===== config.mk =====
export PLATFORM = sky130hd
export DESIGN_NAME = filename_crc32_normalized_flat
export DESIGN_NICKNAME = d
export VERILOG_FILES = /design/src/rtl/fncrc_pkg.sv /design/src/rtl/fncrc_if.sv /design/src/rtl/filename_crc32_normalized.sv /design/src/flat_wrapper.sv
export SDC_FILE = /design/constraint.sdc
export NUM_CORES = 1
export LEC_CHECK = 0
export ABC_AREA = 1
export BUFFER_PORTS_ARGS = -buffer_cell sky130_fd_sc_hd__buf_4
export CAP_MARGIN = 10
export CORE_ASPECT_RATIO = 2
export CORE_MARGIN = 2
export CORE_UTILIZATION = 45
export DETAILED_ROUTE_END_ITERATION = 7
export HOLD_SLACK_MARGIN = 0.08
export SLEW_MARGIN = 20
export SYNTH_ARGS = -nofsm -noshare
export SYNTH_HDL_FRONTEND = slang
export SYNTH_SLANG_ARGS = --single-unit

===== constraint.sdc =====
create_clock -name clk -period 3 [get_ports clk]
set_input_delay 0.15 -clock clk [delete_from_list [all_inputs] [get_ports clk]]
set_output_delay 0.15 -clock clk [all_outputs]
set_load 0.005 [all_outputs]

===== src/rtl/fncrc_pkg.sv =====
package fncrc_pkg;

  localparam int unsigned CRC_W = 32;
  localparam int unsigned CHAR_W = 8;

  localparam logic [CRC_W-1:0] CRC_GENERATOR = 32'h04C1_1DB7;
  localparam logic [CRC_W-1:0] CRC_START = 32'hFFFF_FFFF;
  localparam logic [CRC_W-1:0] CRC_OUT_XOR = 32'h0000_0000;

  localparam logic [CHAR_W-1:0] CH_SLASH = 8'h2F;
  localparam logic [CHAR_W-1:0] CH_BSLASH = 8'h5C;
  localparam logic [CHAR_W-1:0] CH_UPPER_A = 8'h41;
  localparam logic [CHAR_W-1:0] CH_UPPER_Z = 8'h5A;
  localparam logic [CHAR_W-1:0] CH_CASE_OFS = 8'h20;

  typedef logic [CRC_W-1:0] crc_t;
  typedef logic [CRC_W-1:0][CRC_W-1:0] aug_tbl_t;

  // slash to backslash, upper to lower, everything else passes
  function automatic logic [CHAR_W-1:0] norm_char(input logic [CHAR_W-1:0] ch);
    logic [CHAR_W-1:0] c;
    c = ch;
    if (c == CH_SLASH) c = CH_BSLASH;
    if (c >= CH_UPPER_A && c <= CH_UPPER_Z) c = c + CH_CASE_OFS;
    return c;
  endfunction

  // msb-first crc over one byte, eight shift steps
  function automatic crc_t crc_byte(input crc_t c_in, input logic [CHAR_W-1:0] b);
    crc_t c;
    c = c_in ^ {b, {(CRC_W-CHAR_W){1'b0}}};
    for (int k = 0; k < CHAR_W; k++) begin
      if (c[CRC_W-1]) c = (c << 1) ^ CRC_GENERATOR;
      else            c = c << 1;
    end
    return c;
  endfunction

  // column i is the effect of bit i after 32 zero bits, i.e. x^(32+i) mod poly
  function automatic aug_tbl_t build_aug_tbl();
    aug_tbl_t t;
    crc_t c;
    for (int i = 0; i < CRC_W; i++) begin
      c = crc_t'(1) << i;
      for (int k = 0; k < CRC_W; k++) begin
        if (c[CRC_W-1]) c = (c << 1) ^ CRC_GENERATOR;
        else            c = c << 1;
      end
      t[i] = c;
    end
    return t;
  endfunction

  localparam aug_tbl_t AUG_TBL = build_aug_tbl();

  // four zero bytes through the crc, as one xor network
  function automatic crc_t crc_augment(input crc_t c);
    crc_t r;
    r = '0;
    for (int i = 0; i < CRC_W; i++) begin
      if (c[i]) r = r ^ AUG_TBL[i];
    end
    return r;
  endfunction

endpackage


===== src/rtl/fncrc_if.sv =====
interface fncrc_in_if;
  logic                         valid;
  logic                         ready;
  logic [fncrc_pkg::CHAR_W-1:0] char_byte;
  logic                         has_char;
  logic                         is_last;

  modport source (output valid, output char_byte, output has_char, output is_last,
                  input ready);
  modport sink (input valid, input char_byte, input has_char, input is_last,
                output ready);
endinterface

interface fncrc_out_if;
  logic                        valid;
  logic                        ready;
  logic [fncrc_pkg::CRC_W-1:0] crc_value;

  modport source (output valid, output crc_value, input ready);
  modport sink (input valid, input crc_value, output ready);
endinterface


===== src/rtl/filename_crc32_normalized.sv =====
// channel  dir  payload                            beat
// in_ch    in   char_byte[7:0] has_char is_last     valid & ready
// out_ch   out  crc_value[31:0]                    valid & ready
//
// one beat per cycle unless held: input register, byte crc and augmentation
// network, result register; the running crc register closes the loop
// a beat without is_last passes even while a result waits on out_ch
// a last beat holds in the input register until the result register is free
// reset (rst_n low, synchronous) loads the running crc with all ones
module filename_crc32_normalized (
  input  logic        clk,
  input  logic        rst_n,
  fncrc_in_if.sink    in_ch,
  fncrc_out_if.source out_ch
);

  logic                         s1_valid_r;
  logic [fncrc_pkg::CHAR_W-1:0] s1_char_r;
  logic                         s1_has_r;
  logic                         s1_last_r;

  fncrc_pkg::crc_t crc_r, crc_nxt;
  logic            out_valid_r;
  fncrc_pkg::crc_t out_crc_r;

  fncrc_pkg::crc_t crc_upd;
  logic            out_free;
  logic            s1_fire;
  logic            in_fire;

  assign out_free = !out_valid_r || out_ch.ready;
  assign s1_fire  = s1_valid_r && (!s1_last_r || out_free);
  assign in_ch.ready = !s1_valid_r || s1_fire;
  assign in_fire  = in_ch.valid && in_ch.ready;

  always_comb begin
    crc_upd = s1_has_r ? fncrc_pkg::crc_byte(crc_r, fncrc_pkg::norm_char(s1_char_r))
                       : crc_r;
    crc_nxt = crc_r;
    if (s1_fire) crc_nxt = s1_last_r ? fncrc_pkg::CRC_START : crc_upd;
  end

  always_ff @(posedge clk) begin
    if (!rst_n) begin
      s1_valid_r  <= 1'b0;
      out_valid_r <= 1'b0;
      crc_r       <= fncrc_pkg::CRC_START;
    end else begin
      crc_r <= crc_nxt;
      if (in_fire)      s1_valid_r <= 1'b1;
      else if (s1_fire) s1_valid_r <= 1'b0;
      if (s1_fire && s1_last_r) out_valid_r <= 1'b1;
      else if (out_ch.ready)    out_valid_r <= 1'b0;
    end
  end

  always_ff @(posedge clk) begin
    if (in_fire) begin
      s1_char_r <= in_ch.char_byte;
      s1_has_r  <= in_ch.has_char;
      s1_last_r <= in_ch.is_last;
    end
    if (s1_fire && s1_last_r)
      out_crc_r <= fncrc_pkg::crc_augment(crc_upd) ^ fncrc_pkg::CRC_OUT_XOR;
  end

  assign out_ch.valid     = out_valid_r;
  assign out_ch.crc_value = out_crc_r;

  a_restart: assert property (@(posedge clk) disable iff (!rst_n)
    (s1_fire && s1_last_r) |=> (crc_r == fncrc_pkg::CRC_START))
    else $error("running crc not reloaded after end of string");

  a_result_src: assert property (@(posedge clk) disable iff (!rst_n)
    $rose(out_valid_r) |-> $past(s1_fire && s1_last_r))
    else $error("result appeared without an end-of-string beat");

  a_stall_src: assert property (@(posedge clk) disable iff (!rst_n)
    !in_ch.ready |-> (s1_valid_r && s1_last_r && out_valid_r && !out_ch.ready))
    else $error("input stalled without a blocked last beat");

  a_crc_hold: assert property (@(posedge clk) disable iff (!rst_n)
    !s1_fire |=> $stable(crc_r))
    else $error("running crc changed with no beat consumed");

endmodule


===== src/flat_wrapper.sv =====
// flat-port wrapper written by rule: the top's interface ports become plain ports
module filename_crc32_normalized_flat 
  (clk, rst_n, in_ch_valid, in_ch_char_byte, in_ch_has_char, in_ch_is_last, in_ch_ready, out_ch_valid, out_ch_crc_value, out_ch_ready);
  fncrc_in_if in_ch_i ();
  fncrc_out_if out_ch_i ();
  input  logic clk;
  input  logic rst_n;
  input wire logic [$bits(in_ch_i.valid)-1:0] in_ch_valid;
  input wire logic [$bits(in_ch_i.char_byte)-1:0] in_ch_char_byte;
  input wire logic [$bits(in_ch_i.has_char)-1:0] in_ch_has_char;
  input wire logic [$bits(in_ch_i.is_last)-1:0] in_ch_is_last;
  output wire logic [$bits(in_ch_i.ready)-1:0] in_ch_ready;
  output wire logic [$bits(out_ch_i.valid)-1:0] out_ch_valid;
  output wire logic [$bits(out_ch_i.crc_value)-1:0] out_ch_crc_value;
  input wire logic [$bits(out_ch_i.ready)-1:0] out_ch_ready;
  assign in_ch_i.valid = in_ch_valid;
  assign in_ch_i.char_byte = in_ch_char_byte;
  assign in_ch_i.has_char = in_ch_has_char;
  assign in_ch_i.is_last = in_ch_is_last;
  assign in_ch_ready = in_ch_i.ready;
  assign out_ch_valid = out_ch_i.valid;
  assign out_ch_crc_value = out_ch_i.crc_value;
  assign out_ch_i.ready = out_ch_ready;
  filename_crc32_normalized u_core (.clk(clk), .rst_n(rst_n), .in_ch(in_ch_i), .out_ch(out_ch_i));
endmodule

==> results.md <==
- The final setup skew is 18.6 ps.
- The first global-routing pass estimated 61.6 mm of wire.
- The sequential cell area fraction in the yosys report is 22.1%.
- The number of antenna diodes in the final layout is 0.
- Detailed routing inserted a total of 11300 vias.
- The nature of the critical path endpoint is a flip-flop.
- The clock insertion delay at the later pin of the skew report is 390 ps.
- The floorplan step set the die height to 202 µm.
- The core region is 19300 µm².
- Wires add up to 43.4 mm.
- The data required time of the worst path is 3130 ps.
- The synthesized netlist occupies a cell area of 8800 µm².
- The worst setup path is of the reg -> reg kind.
- The sequential fraction of design power is 13.5%.
- IR analysis of the VDD net gives a maximum drop of 0.410 mV.
- In this run the core area contains 72 standard-cell rows.
- The number of placed instances, taps included is 1982.
- The number of remaining DRC errors is 0.
- The first routing iteration left 739 violations.
- The final max-slew violation count is 0.
- The cell taking the most area after synthesis is sky130_fd_sc_hd__nand2_1.
- The hold violation total from the final report is 0.
- Measured against its own limit, the worst slew margin works out to 58.7%.
- After synthesis, the cell types taking the most area are sky130_fd_sc_hd__nand2_1 (29%), sky130_fd_sc_hd__edfxtp_1 (14%), sky130_fd_sc_hd__nand3_1 (12%).
- The clock passes through at most 2 buffers.
- The total overflow left after global routing is 0.
- When the netlist entered floorplanning its net count stood at 1458.
- The type of the worst min-delay path is in -> reg.
- The proportion of layout cells with a drive suffix above 1 is 45.8%.
- The flow ran to the end, but the final reports show violations.
- The H-tree was split into 3 levels.
- The utilization after layout is 75.4%.
- Combinational cells account for 75.7% of the total power.
- The via count normalized by instance count is 5.46.
- The number of top-level pins is 48.
- For this run, the number of Yosys warnings is 0.
- The final critical-path required period is 3570 ps.
- STA classifies the critical path startpoint as a flip-flop.
- The maximum single-stage delay on the critical path is 390 ps.
- Data on the critical path arrives at its endpoint at 3710 ps.
- The total leakage power is 0.00741 µW.
- Counting distinct cell types in the post-synthesis netlist gives 41.
- In the final routed layout, each cell accounts on average for 21.0 µm.
- The number of buffer cells added on primary ports is 47.
- The register bit count reported by yosys is 76.
- Across the run, the number of max-cap violations was 0.
- The total number of nets in the final design is 1817.
- The antenna violation net count after detailed routing is 0.
- Net switching is 50.3% of the power.
- Setup violations remaining at the end of the flow were counted as 34.
- The die area is 20800 µm².
- The peak fanout along the critical path is 8.
- Once layout is complete, the cells apart from fillers number 2066.
- The post-layout worst setup margin is -574 ps.
- At the end of routability-driven placement, the weighted congestion stood at 1.07.
- Power spread over the standard cell area amounts to 745 nW/µm².
- For this run, the top clock speed supported by timing is 280 MHz.
- The total clock sinks is 76.
- Per report_power, the clock group accounts for 10.8% of the total.
- For the pin with the worst max-slew slack, the measured transition is 620 ps.
- Total power for the finished layout comes to 10800 µW.
- The overall global routing resource usage is 41.0%.
- The number of global-route vias before repair is 10800.
- In the finished design, the share of the clock period the worst path needs comes to 119%.
- Summing all placed instances gives a cell area of 11700 µm².
- The area overhead of the layout relative to synthesis is 65.1%.
- The largest individual stage delay along the critical path comes from the cell sky130_fd_sc_hd__edfxtp_1.
- The most numerous cell type found on the critical path is sky130_fd_sc_hd__buf_4.
- The portion of synthesized cell area occupied by the leading cell type is 28.7%.
- The initial utilization of the core area, before any placement, comes to 45.7%.
- Counting the buffers created by CTS gives 9.
- Entering global routing, the biggest net connects 65 pins.
- The checks that failed: setup timing.
- The switching power of the nets is 5460 µW.
- The internal reg-to-reg setup slack is -570 ps.
- The TritonCTS clock tree is yes.
- Setup repair after global routing could not meet its margin everywhere.
- Dividing the synthesized area by the synthesized cell count gives 6.10 µm².
- The number of antenna violations at the first check in global routing is 0.
- Detailed placement finished with a half-perimeter wire length of 32.6 mm.
- Clock-pin slew was measured on the worst setup and hold paths at 70 ps.
- The final design instance area without fill is 14500 µm².
- The internal power is 5380 µW.
- The number of cells produced by synthesis is 1443.
- The die is 103 µm wide.
- The tree is rooted in a sky130_fd_sc_hd__clkbuf_16.
- After filler insertion, the fill cell instance count of the layout stands at 1540.
- The first detailed-routing pass took 6 iterations.
[logic make-up (layout without fill, tap and decap cells)]
| group | Yosys count | in the layout | synth area share (%) |
|---|---|---|---|
| DFF | 76 | 76 | 22.1 |
| and+or+nand+nor | 984 | 985 | 49.0 |
| AOI/OAI and AO/OA | 95 | 95 | 6.28 |
| adders and majority gates | 1 | 1 | 0.142 |
| buffers and inverters | 151 | 514 | 7.33 |
| xor gates and xnor gates | 136 | 136 | 15.1 |
[power groups by stage]
stage	registers (µW)	clock network, µW	logic [µW]
floorplan	1470	0	3840
global placement	1480	0	6340
detailed placement	1480	0	6430
CTS	1460	1170	7090
global route	1480	1190	8820
finish	1460	1170	8200
[layout by cell type, fill, tap and decap left out, types with 5 or more instances in the layout]
cell type and count:
sky130_fd_sc_hd__xnor2_2 12, sky130_fd_sc_hd__inv_2 26, sky130_fd_sc_hd__inv_1 85, sky130_fd_sc_hd__clkbuf_16 10, sky130_fd_sc_hd__nand3_4 22, sky130_fd_sc_hd__dfxtp_1 34
sky130_fd_sc_hd__a21oi_1 35, sky130_fd_sc_hd__nand2_8 9, sky130_fd_sc_hd__nand4_1 12, sky130_fd_sc_hd__o21ai_4 5, sky130_fd_sc_hd__buf_12 20, sky130_fd_sc_hd__nand2_4 68
sky130_fd_sc_hd__inv_4 5, sky130_fd_sc_hd__a21o_1 5, sky130_fd_sc_hd__o21ai_2 7, sky130_fd_sc_hd__buf_4 304, sky130_fd_sc_hd__xor2_2 36, sky130_fd_sc_hd__edfxtp_1 42
sky130_fd_sc_hd__buf_6 36, sky130_fd_sc_hd__dlygate4sd3_1 12, sky130_fd_sc_hd__nor2_1 11, sky130_fd_sc_hd__xor2_4 12, sky130_fd_sc_hd__nand2_2 161, sky130_fd_sc_hd__nand2_1 476
sky130_fd_sc_hd__nand3b_1 14, sky130_fd_sc_hd__buf_8 5, sky130_fd_sc_hd__xor2_1 59, sky130_fd_sc_hd__nand3_1 136, sky130_fd_sc_hd__or2_2 8, sky130_fd_sc_hd__nand3_2 56
sky130_fd_sc_hd__o21ai_0 34, sky130_fd_sc_hd__xnor2_1 14
[stage by stage]
stage | hold slack [ps] | setup TNS [ps] | setup slack [ps]
after floorplan | 249 | -1400 | -87.0
after global placement | 329 | -13720 | -583
after detailed placement | 329 | -15380 | -642
after CTS | 126 | -11510 | -417
after global routing | 178 | -21400 | -709
final | 127 | -15680 | -574
[layout make-up]
cell class	count	area, µm²	share of cell area, %
multi-input combinational	1217	8200	56.4
timing repair buffer	378	3310	22.8
sequential	76	1940	13.4
inverter	120	475	3.27
tap	259	324	2.23
clock buffer	9	225	1.55
clock inverter	7	65.1	0.447
[what timing repair did]
item                       4_1_cts  5_1_grt
gates resized for setup        218      233
buffers inserted                25       31
hold endpoints to repair        12        0
hold buffers                    12        0
setup endpoints to repair       33       37
pin swaps                       55       99
gates cloned                     1        1
[layer usage]
layer	up-vias	track usage, %	wire length [µm]
li1	5303	-	-
met2	489	69.3	21500
met1	5228	38.6	13700
met5	-	0	0
met4	0	41.0	5540
met3	266	8.23	2650
[critical path: cells and delay by family, from the launching register on]
kind	cells	cell delay [ps]
buffers and inverters	8	990
AND/OR/NAND/NOR	14	1530
XOR/XNOR	2	340
AO/OA/AOI/OAI	1	60
flip-flops	1	390
[Yosys cell counts (all sizes together)]
| library cell | n |
|---|---|
| nor3 | 1 |
| nand4 | 12 |
| nor2 | 16 |
| xnor2 | 29 |
| buf | 18 |
| nand3b | 14 |
| clkinv | 1 |
| dfxtp | 34 |
| nand2b | 1 |
| a21boi | 2 |
| nand2 | 713 |
| or2 | 13 |
| clkbuf | 13 |
| xor2 | 107 |
| inv | 119 |
| edfxtp | 42 |
| o21ai | 50 |
| ha | 1 |
| a21o | 5 |
| a21oi | 38 |
| nand3 | 214 |
[state kept, by name, indices dropped and copies added (netlist names)]
signal,flops
u_core.out_ch.valid,1
u_core.s1_valid_r,1
u_core.s1_last_r,1
u_core.s1_has_r,1
u_core.crc_r,32
u_core.s1_char_r,8
u_core.out_ch.crc_value,32
[final timing paths]
path | end | cells after the start | from
setup reg to reg | u_core.out_ch.crc_value[16] | 25 | u_core.s1_char_r[7]
setup / recovery | u_core.out_ch.crc_value[16] | 25 | u_core.s1_char_r[7]
hold reg to reg | u_core.crc_r[7] | 2 | u_core.crc_r[7]
hold / removal | u_core.out_ch.valid | 4 | out_ch_ready
(Power assumes the default switching activity.)
